===== src/hw/rtl/i2r_pkg.sv =====
// ----------------------------------------------------------------------------
// Integer to Roman numeral package
// Shared item types, constants and the numeral term tables.
// ----------------------------------------------------------------------------
`default_nettype none

package i2r_pkg;

   localparam int ValueWidth  = 12;
   localparam int SymbolWidth = 7;
   localparam int TermCount   = 13;
   localparam int TermWidth   = 4;

   localparam logic [ValueWidth-1:0] MaxValue = 12'd3999;

   // ASCII codes of the numeral letters.
   localparam logic [SymbolWidth-1:0] SymNone = 7'h00;
   localparam logic [SymbolWidth-1:0] SymM    = 7'h4D;
   localparam logic [SymbolWidth-1:0] SymD    = 7'h44;
   localparam logic [SymbolWidth-1:0] SymC    = 7'h43;
   localparam logic [SymbolWidth-1:0] SymL    = 7'h4C;
   localparam logic [SymbolWidth-1:0] SymX    = 7'h58;
   localparam logic [SymbolWidth-1:0] SymV    = 7'h56;
   localparam logic [SymbolWidth-1:0] SymI    = 7'h49;

   // Item held between the front and the back.
   typedef struct packed {
      logic [ValueWidth-1:0] value;
      logic                  bad;
   } in_item_type;

   // One emitted character.
   typedef struct packed {
      logic [SymbolWidth-1:0] symbol;
      logic                   last;
      logic                   bad_value;
   } out_item_type;

   // Weight of each greedy term, largest first.
   function automatic logic [ValueWidth-1:0] term_weight(input logic [TermWidth-1:0] idx);
      logic [ValueWidth-1:0] w;
      case (idx)
         4'd0:    w = 12'd1000;
         4'd1:    w = 12'd900;
         4'd2:    w = 12'd500;
         4'd3:    w = 12'd400;
         4'd4:    w = 12'd100;
         4'd5:    w = 12'd90;
         4'd6:    w = 12'd50;
         4'd7:    w = 12'd40;
         4'd8:    w = 12'd10;
         4'd9:    w = 12'd9;
         4'd10:   w = 12'd5;
         4'd11:   w = 12'd4;
         4'd12:   w = 12'd1;
         default: w = 12'd1;
      endcase
      return w;
   endfunction

   // First letter of each term.
   function automatic logic [SymbolWidth-1:0] term_first(input logic [TermWidth-1:0] idx);
      logic [SymbolWidth-1:0] s;
      case (idx)
         4'd0:    s = SymM;
         4'd1:    s = SymC;
         4'd2:    s = SymD;
         4'd3:    s = SymC;
         4'd4:    s = SymC;
         4'd5:    s = SymX;
         4'd6:    s = SymL;
         4'd7:    s = SymX;
         4'd8:    s = SymX;
         4'd9:    s = SymI;
         4'd10:   s = SymV;
         4'd11:   s = SymI;
         4'd12:   s = SymI;
         default: s = SymI;
      endcase
      return s;
   endfunction

   // Second letter of a subtractive pair, SymNone for a single letter.
   function automatic logic [SymbolWidth-1:0] term_second(input logic [TermWidth-1:0] idx);
      logic [SymbolWidth-1:0] s;
      case (idx)
         4'd1:    s = SymM;
         4'd3:    s = SymD;
         4'd5:    s = SymC;
         4'd7:    s = SymL;
         4'd9:    s = SymX;
         4'd11:   s = SymV;
         default: s = SymNone;
      endcase
      return s;
   endfunction

endpackage

`default_nettype wire


===== src/hw/rtl/i2r_queue.sv =====
// ----------------------------------------------------------------------------
// Integer to Roman numeral queue
// Small register-based FIFO with push/full and pop/empty sides.
// ----------------------------------------------------------------------------
`default_nettype none

module i2r_queue #(
   parameter int WIDTH = 8,
   parameter int DEPTH = 2
) (
   input  wire logic             clock,
   input  wire logic             reset,
   input  wire logic             push,
   input  wire logic [WIDTH-1:0] push_data,
   output logic                  full,
   input  wire logic             pop,
   output logic      [WIDTH-1:0] pop_data,
   output logic                  empty
);

   localparam int IdxWidth = (DEPTH > 1) ? $clog2(DEPTH) : 1;
   localparam int CntWidth = $clog2(DEPTH + 1);
   localparam logic [IdxWidth-1:0] LastIdx = IdxWidth'(DEPTH - 1);
   localparam logic [CntWidth-1:0] FullCnt = CntWidth'(DEPTH);

   logic [WIDTH-1:0]    mem_ff [DEPTH];
   logic [IdxWidth-1:0] wr_ptr_ff, wr_ptr_in;
   logic [IdxWidth-1:0] rd_ptr_ff, rd_ptr_in;
   logic [CntWidth-1:0] count_ff, count_in;
   logic                do_push;
   logic                do_pop;

   // Handshake status.
   assign full     = (count_ff == FullCnt);
   assign empty    = (count_ff == '0);
   assign do_push  = push && !full;
   assign do_pop   = pop && !empty;
   assign pop_data = mem_ff[rd_ptr_ff];

   // Pointer and fill count updates.
   always_comb begin
      wr_ptr_in = wr_ptr_ff;
      rd_ptr_in = rd_ptr_ff;
      if (do_push) begin
         wr_ptr_in = (wr_ptr_ff == LastIdx) ? '0 : wr_ptr_ff + 1'b1;
      end
      if (do_pop) begin
         rd_ptr_in = (rd_ptr_ff == LastIdx) ? '0 : rd_ptr_ff + 1'b1;
      end
      count_in = count_ff + CntWidth'(do_push) - CntWidth'(do_pop);
   end

   always_ff @(posedge clock) begin
      if (reset) begin
         wr_ptr_ff <= '0;
         rd_ptr_ff <= '0;
         count_ff  <= '0;
      end else begin
         wr_ptr_ff <= wr_ptr_in;
         rd_ptr_ff <= rd_ptr_in;
         count_ff  <= count_in;
      end
   end

   // Storage needs no reset.
   always_ff @(posedge clock) begin
      if (do_push) begin
         mem_ff[wr_ptr_ff] <= push_data;
      end
   end

`ifndef SYNTH
   a_count_bound: assert property (@(posedge clock) disable iff (reset)
      count_ff <= FullCnt)
      else $error("queue fill count above depth");

   a_push_only: assert property (@(posedge clock) disable iff (reset)
      (do_push && !do_pop) |=> (count_ff == $past(count_ff) + 1'b1))
      else $error("queue count did not grow on push");

   a_pop_only: assert property (@(posedge clock) disable iff (reset)
      (do_pop && !do_push) |=> (count_ff == $past(count_ff) - 1'b1))
      else $error("queue count did not shrink on pop");
`endif

endmodule

`default_nettype wire


===== src/hw/rtl/i2r_front.sv =====
// ----------------------------------------------------------------------------
// Integer to Roman numeral front
// Accepts input items and flags values outside the numeral range.
// ----------------------------------------------------------------------------
`default_nettype none

module i2r_front (
   input  wire logic                           req_push,
   input  wire logic [i2r_pkg::ValueWidth-1:0] req_value,
   output logic                                req_full,
   output logic                                q_push,
   output i2r_pkg::in_item_type                q_item,
   input  wire logic                           q_full
);

   import i2r_pkg::*;

   // Pass the handshake straight to the queue.
   assign req_full = q_full;
   assign q_push   = req_push && !q_full;

   // Zero and values above the largest numeral are errors.
   assign q_item.value = req_value;
   assign q_item.bad   = (req_value == '0) || (req_value > MaxValue);

endmodule

`default_nettype wire


===== src/hw/rtl/i2r_back.sv =====
// ----------------------------------------------------------------------------
// Integer to Roman numeral back end
// Greedy subtraction engine that emits one numeral letter per cycle while the output queue is not full.
// ----------------------------------------------------------------------------
`default_nettype none

module i2r_back (
   input  wire logic                  clock,
   input  wire logic                  reset,
   input  wire i2r_pkg::in_item_type  in_item,
   input  wire logic                  in_empty,
   output logic                       in_pop,
   output logic                       out_push,
   output i2r_pkg::out_item_type      out_item,
   input  wire logic                  out_full
);

   import i2r_pkg::*;

   logic                   busy_ff, busy_in;
   logic                   bad_ff, bad_in;
   logic                   pend_ff, pend_in;
   logic [SymbolWidth-1:0] pend_sym_ff, pend_sym_in;
   logic [ValueWidth-1:0]  rest_ff, rest_in;
   logic [TermCount-1:0]   hit;
   logic [TermWidth-1:0]   sel;
   logic [ValueWidth-1:0]  diff;
   logic [SymbolWidth-1:0] second;
   logic                   emit;

   // Compare the remainder against every term weight in parallel.
   always_comb begin
      for (int t = 0; t < TermCount; t++) begin
         hit[t] = (rest_ff >= term_weight(TermWidth'(t)));
      end
   end

   // Pick the largest weight that fits.
   always_comb begin
      sel = TermWidth'(TermCount - 1);
      for (int t = TermCount - 1; t >= 0; t--) begin
         if (hit[t]) begin
            sel = TermWidth'(t);
         end
      end
   end

   assign diff   = rest_ff - term_weight(sel);
   assign second = term_second(sel);
   assign in_pop = !busy_ff && !in_empty;
   assign emit   = busy_ff && !out_full;

   // Letter sequencing: load a value, then one letter per cycle while the output is not full.
   always_comb begin
      busy_in     = busy_ff;
      bad_in      = bad_ff;
      pend_in     = pend_ff;
      pend_sym_in = pend_sym_ff;
      rest_in     = rest_ff;
      out_push    = emit;
      out_item    = '{symbol: SymNone, last: 1'b1, bad_value: 1'b1};
      if (in_pop) begin
         busy_in = 1'b1;
         bad_in  = in_item.bad;
         rest_in = in_item.value;
         pend_in = 1'b0;
      end else if (emit) begin
         if (bad_ff) begin
            busy_in = 1'b0;
         end else if (pend_ff) begin
            // Second letter of a subtractive pair.
            out_item = '{symbol: pend_sym_ff, last: (rest_ff == '0), bad_value: 1'b0};
            pend_in  = 1'b0;
            busy_in  = (rest_ff != '0);
         end else begin
            out_item    = '{symbol: term_first(sel),
                            last: (diff == '0) && (second == SymNone),
                            bad_value: 1'b0};
            rest_in     = diff;
            pend_in     = (second != SymNone);
            pend_sym_in = second;
            busy_in     = !((diff == '0) && (second == SymNone));
         end
      end
   end

   always_ff @(posedge clock) begin
      if (reset) begin
         busy_ff <= 1'b0;
         pend_ff <= 1'b0;
      end else begin
         busy_ff <= busy_in;
         pend_ff <= pend_in;
      end
   end

   // Payload registers.
   always_ff @(posedge clock) begin
      bad_ff      <= bad_in;
      rest_ff     <= rest_in;
      pend_sym_ff <= pend_sym_in;
   end

`ifndef SYNTH
   a_bad_shape: assert property (@(posedge clock) disable iff (reset)
      (out_push && out_item.bad_value) |-> (out_item.last && (out_item.symbol == SymNone)))
      else $error("error item must be a single zero character");

   a_pend_busy: assert property (@(posedge clock) disable iff (reset)
      pend_ff |-> busy_ff)
      else $error("pending second letter while idle");

   a_load_busy: assert property (@(posedge clock) disable iff (reset)
      in_pop |=> busy_ff)
      else $error("engine not busy after loading an item");

   a_last_idle: assert property (@(posedge clock) disable iff (reset)
      (out_push && out_item.last) |=> !busy_ff)
      else $error("engine still busy after the last letter");
`endif

endmodule

`default_nettype wire


===== src/hw/rtl/int_to_roman_numeral_top.sv =====
// ----------------------------------------------------------------------------
// Integer to Roman numeral converter, top level
// Converts a 12-bit value into its Roman numeral, one ASCII letter per item.
// ----------------------------------------------------------------------------
//
//   Channel   Ports                                        Direction
//   request   req_push, req_full, req_value[11:0]          in
//   response  rsp_pop, rsp_empty, rsp_symbol[6:0],         out
//             rsp_last, rsp_bad_value
//
// A value is first loaded into the subtraction engine, which then emits one
// letter per cycle while the result queue is not full; 3888 is the longest run.
// The engine's single remainder register and term compare set this rate.
// Error values give one item after the load.
// Reset is synchronous and clears all queues and the engine.
// Either side may stall; the input and output queues absorb it.
// ----------------------------------------------------------------------------
`default_nettype none

module int_to_roman_numeral_top #(
   parameter int IN_DEPTH  = 2,
   parameter int OUT_DEPTH = 2
) (
   input  wire logic                            clock,
   input  wire logic                            reset,
   input  wire logic                            req_push,
   input  wire logic [i2r_pkg::ValueWidth-1:0]  req_value,
   output logic                                 req_full,
   output logic                                 rsp_empty,
   input  wire logic                            rsp_pop,
   output logic      [i2r_pkg::SymbolWidth-1:0] rsp_symbol,
   output logic                                 rsp_last,
   output logic                                 rsp_bad_value
);

   import i2r_pkg::*;

   in_item_type  front_item;
   in_item_type  back_item;
   out_item_type eng_item;
   out_item_type rsp_item;
   logic         front_push;
   logic         inq_full;
   logic         inq_empty;
   logic         back_pop;
   logic         eng_push;
   logic         outq_full;

   // Front: accept and classify.
   i2r_front u_front (
      .req_push (req_push),
      .req_value(req_value),
      .req_full (req_full),
      .q_push   (front_push),
      .q_item   (front_item),
      .q_full   (inq_full)
   );

   // Queue between front and back.
   i2r_queue #(
      .WIDTH($bits(in_item_type)),
      .DEPTH(IN_DEPTH)
   ) u_in_queue (
      .clock    (clock),
      .reset    (reset),
      .push     (front_push),
      .push_data(front_item),
      .full     (inq_full),
      .pop      (back_pop),
      .pop_data (back_item),
      .empty    (inq_empty)
   );

   // Back: letter generation.
   i2r_back u_back (
      .clock   (clock),
      .reset   (reset),
      .in_item (back_item),
      .in_empty(inq_empty),
      .in_pop  (back_pop),
      .out_push(eng_push),
      .out_item(eng_item),
      .out_full(outq_full)
   );

   // Result queue on the response side.
   i2r_queue #(
      .WIDTH($bits(out_item_type)),
      .DEPTH(OUT_DEPTH)
   ) u_out_queue (
      .clock    (clock),
      .reset    (reset),
      .push     (eng_push),
      .push_data(eng_item),
      .full     (outq_full),
      .pop      (rsp_pop),
      .pop_data (rsp_item),
      .empty    (rsp_empty)
   );

   assign rsp_symbol    = rsp_item.symbol;
   assign rsp_last      = rsp_item.last;
   assign rsp_bad_value = rsp_item.bad_value;

endmodule

`default_nettype wire


===== config.mk =====
export PLATFORM = sky130hd
export DESIGN_NAME = int_to_roman_numeral_top
export DESIGN_NICKNAME = d
export VERILOG_FILES = /design/src/hw/rtl/i2r_pkg.sv /design/src/hw/rtl/i2r_queue.sv /design/src/hw/rtl/i2r_front.sv /design/src/hw/rtl/i2r_back.sv /design/src/hw/rtl/int_to_roman_numeral_top.sv
export SDC_FILE = /design/constraint.sdc
export NUM_CORES = 1
export LEC_CHECK = 0
export CORE_UTILIZATION = 55
export DETAILED_ROUTE_END_ITERATION = 8
export DONT_BUFFER_PORTS = 1
export GPL_TIMING_DRIVEN = 0
export PLACE_DENSITY = 0.7
export SYNTH_ARGS = -nofsm -noshare
export SYNTH_HDL_FRONTEND = slang
export SYNTH_HIERARCHICAL = 1
export SYNTH_SLANG_ARGS = --single-unit

===== constraint.sdc =====
create_clock -name clock -period 7.9 [get_ports clock]
set_clock_uncertainty 0.05 [all_clocks]
set_input_delay 0.79 -clock clock [delete_from_list [all_inputs] [get_ports clock]]
set_output_delay 0.79 -clock clock [all_outputs]
set_load 0.05 [all_outputs]

After elaboration in Yosys (flattened, before gate mapping):

Memories as Yosys holds them, arrays and structs flattened. A register that Yosys moved wholly into a read port is not among the register bits.
Index checks and enable logic that the tools add are counted.

* $add $sub $neg: 9
* magnitude comparators: 13
* equal/unequal tests: 10
* multiplexer cells: 38
* bitwise gates (word level): 3
* reductions and logical operators: 28

Operator list (number)
* $mux 12: 4
* $pmux 7 s6: 1
* $logic_not 12->1: 3
* $mux 9: 4
* $mux 4: 8
* $ge 12x10->1 const B: 2
* $ge 12x3->1 const B: 2
* $ge 12x4->1 const B: 2
* $ge 12x6->1 const B: 2
* $ge 12x7->1 const B: 2
* $ge 12x9->1 const B: 2
* $mux 1: 17
* $gt 12x12->1 const B: 1
* $mux 3: 4
* $reduce_bool 12->1: 1
* $sub 12x12->12: 1
* $eq 4x3->1 const B: 2
* $eq 4x4->1 const B: 2
* $logic_and 1x1->1: 8
* $logic_not 7->1: 1
* $reduce_bool 7->1: 1
* $logic_not 1->1: 6
* $add 1x1->1 const B: 4
* $add 2x1->2: 2
* 13 further kinds: 19

* bits in registers: 30
* bits in writable memories: 44
* ROM bits: 240
* input port bits: 16
* output and inout port bits: 11
* logic and storage cells: 116
* memories: 4

Memories
* (name not given): depth 16, bits a word 10, rd ports 1, clocked after memory_dff 0, write ports 0, line i2r_pkg.sv:42 `case (idx)`
* (name not given): depth 16, bits a word 5, rd ports 1, clocked after memory_dff 0, write ports 0, line i2r_pkg.sv:64 `case (idx)`
* u_in_queue.mem_ff: depth 2, bits a word 13, rd ports 1, clocked after memory_dff 1, write ports 1, line i2r_queue.sv:26 `logic [WIDTH-1:0] mem_ff [DEPTH];`
* u_out_queue.mem_ff: depth 2, bits a word 9, rd ports 1, clocked after memory_dff 1, write ports 1, line i2r_queue.sv:26

Depth between registers and ports, before layout:

Gate-level depths: netlist of the first run.

* word-level depth: 22
* gate-level depth with buffers: 19
* depth with buffers taken out: 18

Modules after synthesis:

The synthesis of the first run kept the hierarchy.

Modules (own cells, without submodules)
* i2r_back: times used 1, cells each 237, area an instance 2077.0 um2, sequential area each 610.6 um2
* i2r_queue at u_in_queue: times used 1, cells each 67, area an instance 1167.4 um2, sequential area each 880.8 um2
* i2r_queue at u_out_queue: times used 1, cells each 55, area an instance 882.1 um2, sequential area each 640.6 um2
* i2r_front: times used 1, cells each 21, area an instance 150.1 um2, sequential area each 0.0 um2

Least setup slack after synthesis of the first run:

Ideal clock, no wire load.

* path type: reg-to-reg
* start: register u_back.rest_ff[6]
* end: memory u_out_queue/mem_ff[0][1] in the netlist's numbering (data pin)
* library setup time: 0.270 ns
* arrival: 3.940 ns
* data required time: 7.580 ns
* path slack: 3.640 ns
* stages on the path, launching flop included: 18
* path buffers: 0
* period minus slack after synthesis: 4.260 ns
* cell sequence: edfxtp_1 or3_4 o31ai_4 a41oi_2 o22ai_2 nand2_1 ha_1 a21oi_1 nor2_1 ha_1 fa_1 nor2b_1 o211ai_2 a31oi_1 nor3_1 o2111ai_1 nor4_2 or3_1

RTL lines
* start, declared: line i2r_back.sv:24 `logic [ValueWidth-1:0] rest_ff, rest_in;`
* start signal, assigned: line i2r_back.sv:100 `rest_ff <= rest_in;`
* end, declared: line i2r_queue.sv:26

==> flow_summary.rst, run 1 <==
.. list-table::
   :header-rows: 1

   * - Metric
     - Value
   * - Worst Max-Slew Pin Slew
     - slightly below 0.9 ns
   * - Slowest stage cell, crit path
     - sky130_fd_sc_hd__edfxtp_1
   * - Cell taking the most area after synthesis
     - sky130_fd_sc_hd__edfxtp_1
   * - CTS sink cnt
     - 75
   * - Number of search-and-repair iterations in the first detailed-routing pass
     - 5
   * - Number of instances in the synthesized netlist
     - 380
   * - Hold-fix buffers, CTS
     - 0
   * - # H-tree levels
     - 3
   * - Initial Util
     - 0.580
   * - Average cell area after synthesis
     - around 11 um2
   * - Clock buffers created by TritonCTS
     - 9
   * - Mux share of post-synthesis cell area
     - 0.0708
   * - Number of rows in the core area
     - 31
   * - Share of the clock period used by the worst path
     - 0.622
   * - Proportion of synthesized flip-flops having asynchronous set or reset
     - 0
   * - Synth unique cells
     - between 70 and 80
   * - Clock-pin slew reported for the worst setup and hold paths after clock tree synthesis
     - 0.08 ns
   * - Worst endpoint data arrival time
     - between 5 and 6 ns
   * - Required time worst endpoint
     - between 8 and 9 ns
   * - Setup TNS
     - 0 ns
   * - Total power per unit cell area
     - approximately 460 nW/um2
   * - Launching element of the worst setup path
     - u_back/rest_ff[10]
   * - Top Ports
     - 27
   * - Worst hold path depth
     - 2
   * - Leakage component of the power
     - approximately 0.0017 uW
   * - Aggregate global routing overflow
     - 0
   * - Post-Synthesis Net Count
     - 416
   * - Drt total wl
     - around 7.9 mm
   * - Setup slack, reg-to-reg
     - 2.98 ns
   * - Buffers from clock root to sink, at most
     - 2
   * - CP Class
     - reg -> reg
   * - Count of state elements after synthesis
     - 75
   * - Max Clk Rate
     - roughly 0.2 GHz
   * - Die area
     - 8130 um2
   * - Dominant combinational cell family by area after synthesis
     - simple AND/OR/NAND/NOR gates
   * - Routed wire per std cell
     - 16.0 um
   * - Estimated wirelength of the detail-placed design
     - approximately 6.0 mm
   * - Net total in the final layout
     - around 430
   * - Crit-path max FO
     - 8
   * - Simple logic cell fraction of the synthesized area
     - 0.151
   * - Most frequently used cell type in the post-synthesis netlist
     - sky130_fd_sc_hd__edfxtp_1
   * - Maxcap violations
     - 0
   * - Via-per-instance ratio
     - around 5.8
   * - RR Startpoint
     - u_back/rest_ff[10]
   * - Portion of the post-synthesis area used by sequential elements
     - 0.499
   * - Share of final-layout standard cells stronger than drive strength 1
     - 0.189
   * - Post-CTS Setup Repair Bufs
     - 0
   * - Unrepaired setup endpoints after global routing
     - no
   * - Type of the worst min-delay path
     - reg -> reg
   * - CTS tree
     - yes
   * - Number of I/O port buffers
     - 0
   * - Die extent in x
     - 90.2 um
   * - Relative slew margins
     - 0.418
   * - Number of hold violations in the final report
     - 0
   * - Netlist Area Pre-Place
     - 4280 um2
   * - Yosys Warn Count
     - 6
   * - DRC errors left
     - 0
   * - Outcome
     - complete, no violations
   * - Resize count post-CTS
     - 0
   * - Core footprint
     - 7370 um2
   * - Kind of start point of the critical path
     - flop
   * - Die height
     - approximately 90 um
   * - Ordered cell list for the critical path
     - nor3_2 -> and2_1 -> buf_4 -> and3_1 -> a21oi_1 -> o21ai_1 -> ha_1 -> a21oi_1 -> nor2_1 -> ha_1 -> fa_1 -> nor2b_1 -> o211ai_2 -> a31oi_1 -> o21a_1 -> o2111ai_1 -> nor4_2 -> or3_1
   * - Number of antenna violations at the first check in global routing
     - 0
   * - Final critical-path required period
     - 4.92 ns
   * - First-iteration detailed-routing DRC count
     - between 200 and 250
   * - Endpoint of the most critical setup path
     - u_out_queue/mem_ff[0][1]
   * - Most area-consuming cells after synthesis
     - sky130_fd_sc_hd__edfxtp_1, sky130_fd_sc_hd__dfxtp_1, sky130_fd_sc_hd__ha_1, sky130_fd_sc_hd__mux2_2, sky130_fd_sc_hd__buf_4
   * - Via count of the first global-routing pass
     - approximately 2800
   * - Setup-violating endpoint count in the final report
     - 0
   * - Maximum single-stage delay on the critical path
     - ~0.48 ns
   * - Destination of the worst register-to-register timing path
     - u_out_queue/mem_ff[0][1]
   * - Number of antenna repair diodes
     - 0
   * - Top_reg_cell synth
     - sky130_fd_sc_hd__edfxtp_1
   * - Count of cells along the worst register-to-register path
     - 18
   * - XOR/XNOR share of the synthesized area
     - 0.0205
   * - Number of enable-type register cells in the synthesized netlist
     - 63
   * - GRT Total Usage
     - 0.211
   * - Complex-gate fraction of the synthesized area
     - 0.145
   * - Cell at the root of the clock tree
     - sky130_fd_sc_hd__clkbuf_8
   * - Endpoint kind of the worst setup timing path
     - flop
   * - Area Growth Syn to Fin
     - 8.31%
   * - Global-route wire length before repair
     - roughly 13 mm
   * - Maximum number of pins on one net before global-route repair
     - 15
   * - Post-DRT Antenna Nets
     - 0
   * - Util after Layout
     - 0.629
   * - Most instantiated cells after synthesis
     - sky130_fd_sc_hd__edfxtp_1, sky130_fd_sc_hd__nor2_1, sky130_fd_sc_hd__nand2_1
   * - Highest ir drop seen on vdd
     - around 0.00028 V
   * - Max-slew violation total from the final report
     - 0
   * - Synth top area share
     - 0.442
   * - Number of vias in the routed layout
     - between 2000 and 3000
   * - Arithmetic-cell share of the synthesized area counting full adders, half adders and majority gates
     - 0.0603
   * - RePlAce Congestion
     - roughly 0.9
   * - Clk Latency, worst-skew pair
     - 0.34 ns
## cell type report
type                       count  area, um2
tap                           99        124
clock buffer                  10        128
timing repair buffer           1       7.51
clock inverter                 6       96.3
multi-input combinational    261       1920
fill                         604       2740
inverter                      21       78.8
buffer                        23        148
sequential                    75       2130
## layout by cell type, fill, tap and decap left out, drive strengths merged, types with 4 or more instances in the layout
| master | n |
|---|---|
| a21oi | 13 |
| nand3 | 5 |
| dfxtp | 12 |
| o211ai | 4 |
| xnor2 | 4 |
| or3 | 7 |
| nor4 | 5 |
| nor3 | 11 |
| o31ai | 4 |
| and2 | 7 |
| edfxtp | 63 |
| nand2b | 4 |
| nor2b | 8 |
| buf | 20 |
| clkbuf | 14 |
| o21a | 8 |
| and3 | 4 |
| inv | 24 |
| o21ai | 25 |
| a311oi | 4 |
| mux2 | 26 |
| or2 | 4 |
| nor2 | 27 |
| nand2 | 25 |
| ha | 19 |
| xor2 | 6 |
## flip-flops by register name, summed over array words and instances, names as in the netlist, named ones only
name / count
u_back/pend_ff: 1
u_back/busy_ff: 1
u_back/rest_ff: 12
u_out_queue/rd_ptr_ff: 1
u_out_queue/wr_ptr_ff: 1
u_in_queue/wr_ptr_ff: 1
u_back/pend_sym_ff: 6
u_in_queue/rd_ptr_ff: 1
u_in_queue/count_ff: 2
u_in_queue/mem_ff: 26
u_out_queue/mem_ff: 18
u_back/bad_ff: 1
u_out_queue/count_ff: 2
## stage by stage
stage | area [um2] | cells | power [uW] | hold slack [ns] | setup slack, ns
floorplan | 4280 | 380 | 1560 | 0.401 | 3.64
global placement | 4400 | 479 | 1770 | 0.408 | 3.08
detailed placement | 4410 | 480 | 1790 | 0.419 | 3.03
CTS | 4630 | 496 | 2130 | 0.431 | 2.99
global route | 4630 | 496 | 2280 | 0.434 | 2.67
finish | 4630 | 496 | 2120 | 0.432 | 2.98
## worst max-delay path: cells and delay by family (launching register included)
kind                       cells  cell delay (ns)
and+or+nand+nor                7             1.61
adders and majority gates      3             1.01
buffers and inverters          1             0.14
DFF                            1             0.48
AOI/OAI and AO/OA              7             1.47
## where the power goes
group          switching (uW)  total, uW  internal, uW
clock network             150        332           182
logic                     672       1100           431
registers                82.1        683           601
## cell families after synthesis
family,count (synthesis)
compound gates,87
xor+xnor,10
fa+ha+maj,20
buf+inv,44
flops,75
mux,27
other cells,1
simple gates,116
## worst min-delay path by stage
stage,endpoint,start
floorplan,u_in_queue/wr_ptr_ff,u_in_queue/wr_ptr_ff
global placement,u_out_queue/wr_ptr_ff,u_out_queue/wr_ptr_ff
detailed placement,u_in_queue/wr_ptr_ff,u_in_queue/wr_ptr_ff
CTS,u_in_queue/wr_ptr_ff,u_in_queue/wr_ptr_ff
global route,u_out_queue/wr_ptr_ff,reset
finish,u_in_queue/wr_ptr_ff,u_in_queue/wr_ptr_ff
## metal layers
metal	share of wire	vias up	global-route usage
li1	-	1434	-
met1	0.46	1358	0.286
met2	0.48	84	0.343
met3	0.051	8	0.0406
met4	0.012	0	0.0699
met5	0	-	0
Power figures use the tool's default switching activity.
==> run 2: changes to the inputs <==
--- a/config.mk
+++ b/config.mk
@@ -9,7 +9,7 @@
 export DETAILED_ROUTE_END_ITERATION = 8
 export DONT_BUFFER_PORTS = 1
 export GPL_TIMING_DRIVEN = 0
-export PLACE_DENSITY = 0.7
+export PLACE_DENSITY = 0.73
 export SYNTH_ARGS = -nofsm -noshare
 export SYNTH_HDL_FRONTEND = slang
 export SYNTH_HIERARCHICAL = 1
==> constraint.sdc (replaced) <==
create_clock -name clock -period 3.95 [get_ports clock]
set_clock_uncertainty 0.05 [all_clocks]
set_input_delay 0.395 -clock clock [delete_from_list [all_inputs] [get_ports clock]]
set_output_delay 0.395 -clock clock [all_outputs]
set_load 0.05 [all_outputs]
==> flow_summary.rst, run 2 (synthesized netlist as in run 1, its figures left out) <==
.. list-table::
   :header-rows: 1

   * - Metric
     - Value
   * - Inst Count DP
     - 480
   * - Number of hold violations in the final report
     - 0
   * - Worst Max-Slew Pin Slew
     - slightly below 0.9 ns
   * - Number of I/O port buffers
     - 0
   * - Max Clk Rate
     - 0.233 GHz
   * - Buffers from clock root to sink, at most
     - 2
   * - Cell at the root of the clock tree
     - sky130_fd_sc_hd__clkbuf_8
   * - Worst hold margin
     - between 0.05 and 0.06 ns
   * - Net total in the final layout
     - roughly 470
   * - Initial Util
     - 0.580
   * - Aggregate global routing overflow
     - 0
   * - Die extent in x
     - about 90 um
   * - Hold-fix buffers, CTS
     - 0
   * - Clk Latency, worst-skew pair
     - 0.35 ns
   * - GRT Total Usage
     - 0.228
   * - Type of the worst min-delay path
     - in -> reg
   * - Maxcap violations
     - 0
   * - Worst endpoint data arrival time
     - about 4.3 ns
   * - Via count of the first global-routing pass
     - slightly above 3000
   * - Max-slew violation total from the final report
     - 0
   * - Top Ports
     - 27
   * - Count of non-filler cells in the finished layout
     - between 500 and 600
   * - Kind of start point of the critical path
     - flop
   * - Number of rows in the core area
     - 31
   * - Number of antenna repair diodes
     - 0
   * - Post-DRT Antenna Nets
     - 0
   * - Setup-violating endpoint count in the final report
     - 5
   * - First-iteration detailed-routing DRC count
     - ~210
   * - Commonest non-fill, non-tap cells in the layout
     - sky130_fd_sc_hd__edfxtp_1, sky130_fd_sc_hd__buf_4, sky130_fd_sc_hd__nor2_1
   * - Unrepaired setup endpoints after global routing
     - yes
   * - # H-tree levels
     - 3
   * - Die height
     - approximately 90 um
   * - CP Class
     - reg -> reg
   * - Place WS
     - -0.594 ns
   * - Commonest non-fill, non-tap cell in the layout
     - sky130_fd_sc_hd__edfxtp_1
   * - Global-route wire length before repair
     - about 14 mm
   * - Fill cell instance count of the final layout
     - around 540
   * - Routed wire per std cell
     - about 17 um
   * - Crit-path max FO
     - 8
   * - Multi-input gate area
     - 2120 um2
   * - Number of antenna violations at the first check in global routing
     - 0
   * - Failing checks
     - setup timing
   * - Estimated wirelength of the detail-placed design
     - 6.20 mm
   * - Register area
     - ~2100 um2
   * - Smallest setup slack after layout
     - -0.345 ns
   * - Endpoint kind of the worst setup timing path
     - flop
   * - RePlAce Congestion
     - a little under 0.9
   * - Top reg by flops
     - u_in_queue/mem_ff
   * - CTS sink cnt
     - 75
   * - Maximum number of pins on one net before global-route repair
     - 15
   * - Drt total wl
     - between 9 and 10 mm
   * - Clock-pin slew reported for the worst setup and hold paths after clock tree synthesis
     - roughly 0.080 ns
   * - Die area
     - between 8000 and 9000 um2
   * - Largest regs
     - u_in_queue/mem_ff x26, u_out_queue/mem_ff x18, u_back/rest_ff x12
   * - CTS tree
     - yes
   * - Outcome
     - complete, but fails checks
   * - Share of the clock period used by the worst path
     - 1.09
   * - Clock buffers created by TritonCTS
     - 9
   * - Share of final-layout standard cells stronger than drive strength 1
     - 0.324
   * - Core footprint
     - around 7400 um2
   * - Required time worst endpoint
     - 4.00 ns
   * - Largest register FFs
     - 26
   * - DRC errors left
     - 0
   * - Number of vias in the routed layout
     - 3116
   * - Area Growth Syn to Fin
     - 20.0%
   * - Final critical-path required period
     - ~4.3 ns
   * - Relative slew margins
     - 0.417
   * - Via-per-instance ratio
     - about 6
   * - Number of search-and-repair iterations in the first detailed-routing pass
     - 7
[run 2: cell types whose count changed in the layout (fill, tap and decap cells not counted), sizes merged]
cell,before,now
buf,20,58
clkinv,0,2
inv,24,22
[run 2: final timing paths]
path	slack, ns	depth (start not counted)	start	end
max	-0.34	19	u_back/rest_ff[5]	u_out_queue/mem_ff[0][1]
min	0.05	1	reset	u_out_queue/rd_ptr_ff
max reg2reg	-0.34	19	u_back/rest_ff[5]	u_out_queue/mem_ff[0][1]
min reg2reg	0.46	2	u_in_queue/wr_ptr_ff	u_in_queue/wr_ptr_ff
[run 2: timing repair]
item                                    4_1_cts  5_1_grt
buffers inserted                             27       12
endpoints found under the setup margin        6        8
pin swaps                                    15       14
gates resized for setup                      16       15
[run 2: worst max-delay path, cell delays in order, from the launching register on]
cell                       delay, ns
sky130_fd_sc_hd__edfxtp_1       0.43
sky130_fd_sc_hd__buf_4          0.16
sky130_fd_sc_hd__buf_4          0.16
sky130_fd_sc_hd__o21ai_1        0.22
sky130_fd_sc_hd__o31ai_4        0.13
sky130_fd_sc_hd__a41oi_2        0.22
sky130_fd_sc_hd__o22ai_2        0.12
sky130_fd_sc_hd__nand2_2        0.11
sky130_fd_sc_hd__ha_4           0.17
sky130_fd_sc_hd__nor2_1         0.05
sky130_fd_sc_hd__a221o_1        0.31
sky130_fd_sc_hd__ha_4           0.30
sky130_fd_sc_hd__and2_4         0.19
sky130_fd_sc_hd__o211ai_1       0.10
sky130_fd_sc_hd__buf_4          0.17
sky130_fd_sc_hd__a31oi_2        0.22
sky130_fd_sc_hd__a41oi_2        0.15
sky130_fd_sc_hd__xor2_1         0.32
sky130_fd_sc_hd__nor4_4         0.11
sky130_fd_sc_hd__or3_1          0.34
[run 2: cell type report]
| type | instances | share of cell area |
|---|---|---|
| clock buffer | 10 | 0.0249 |
| inverter | 21 | 0.0154 |
| sequential | 75 | 0.416 |
| tap | 99 | 0.0241 |
| multi-input combinational | 261 | 0.414 |
| timing repair buffer | 39 | 0.0578 |
| buffer | 23 | 0.0312 |
| clock inverter | 6 | 0.0176 |
[run 2: stage by stage]
step            util  TNS (ns)  area, um2
2_1_floorplan      -   -0.0626       4340
6_report       0.696     -1.37       5130
5_1_grt        0.696     -2.02       5130
3_3_place_gp   0.606     -2.03       4470
4_1_cts        0.674     -1.00       4960
3_5_place_dp   0.607     -2.23       4480
[run 2: routing by layer]
layer,share of wire,track usage
met2,0.52,0.414
met4,0.021,0.0699
met1,0.40,0.252
met3,0.056,0.0728
met5,0,0
Power of run 2 is left out: the tool's default activity adds up to more than one toggle a clock period on the data nets, which glitch-free logic cannot reach.
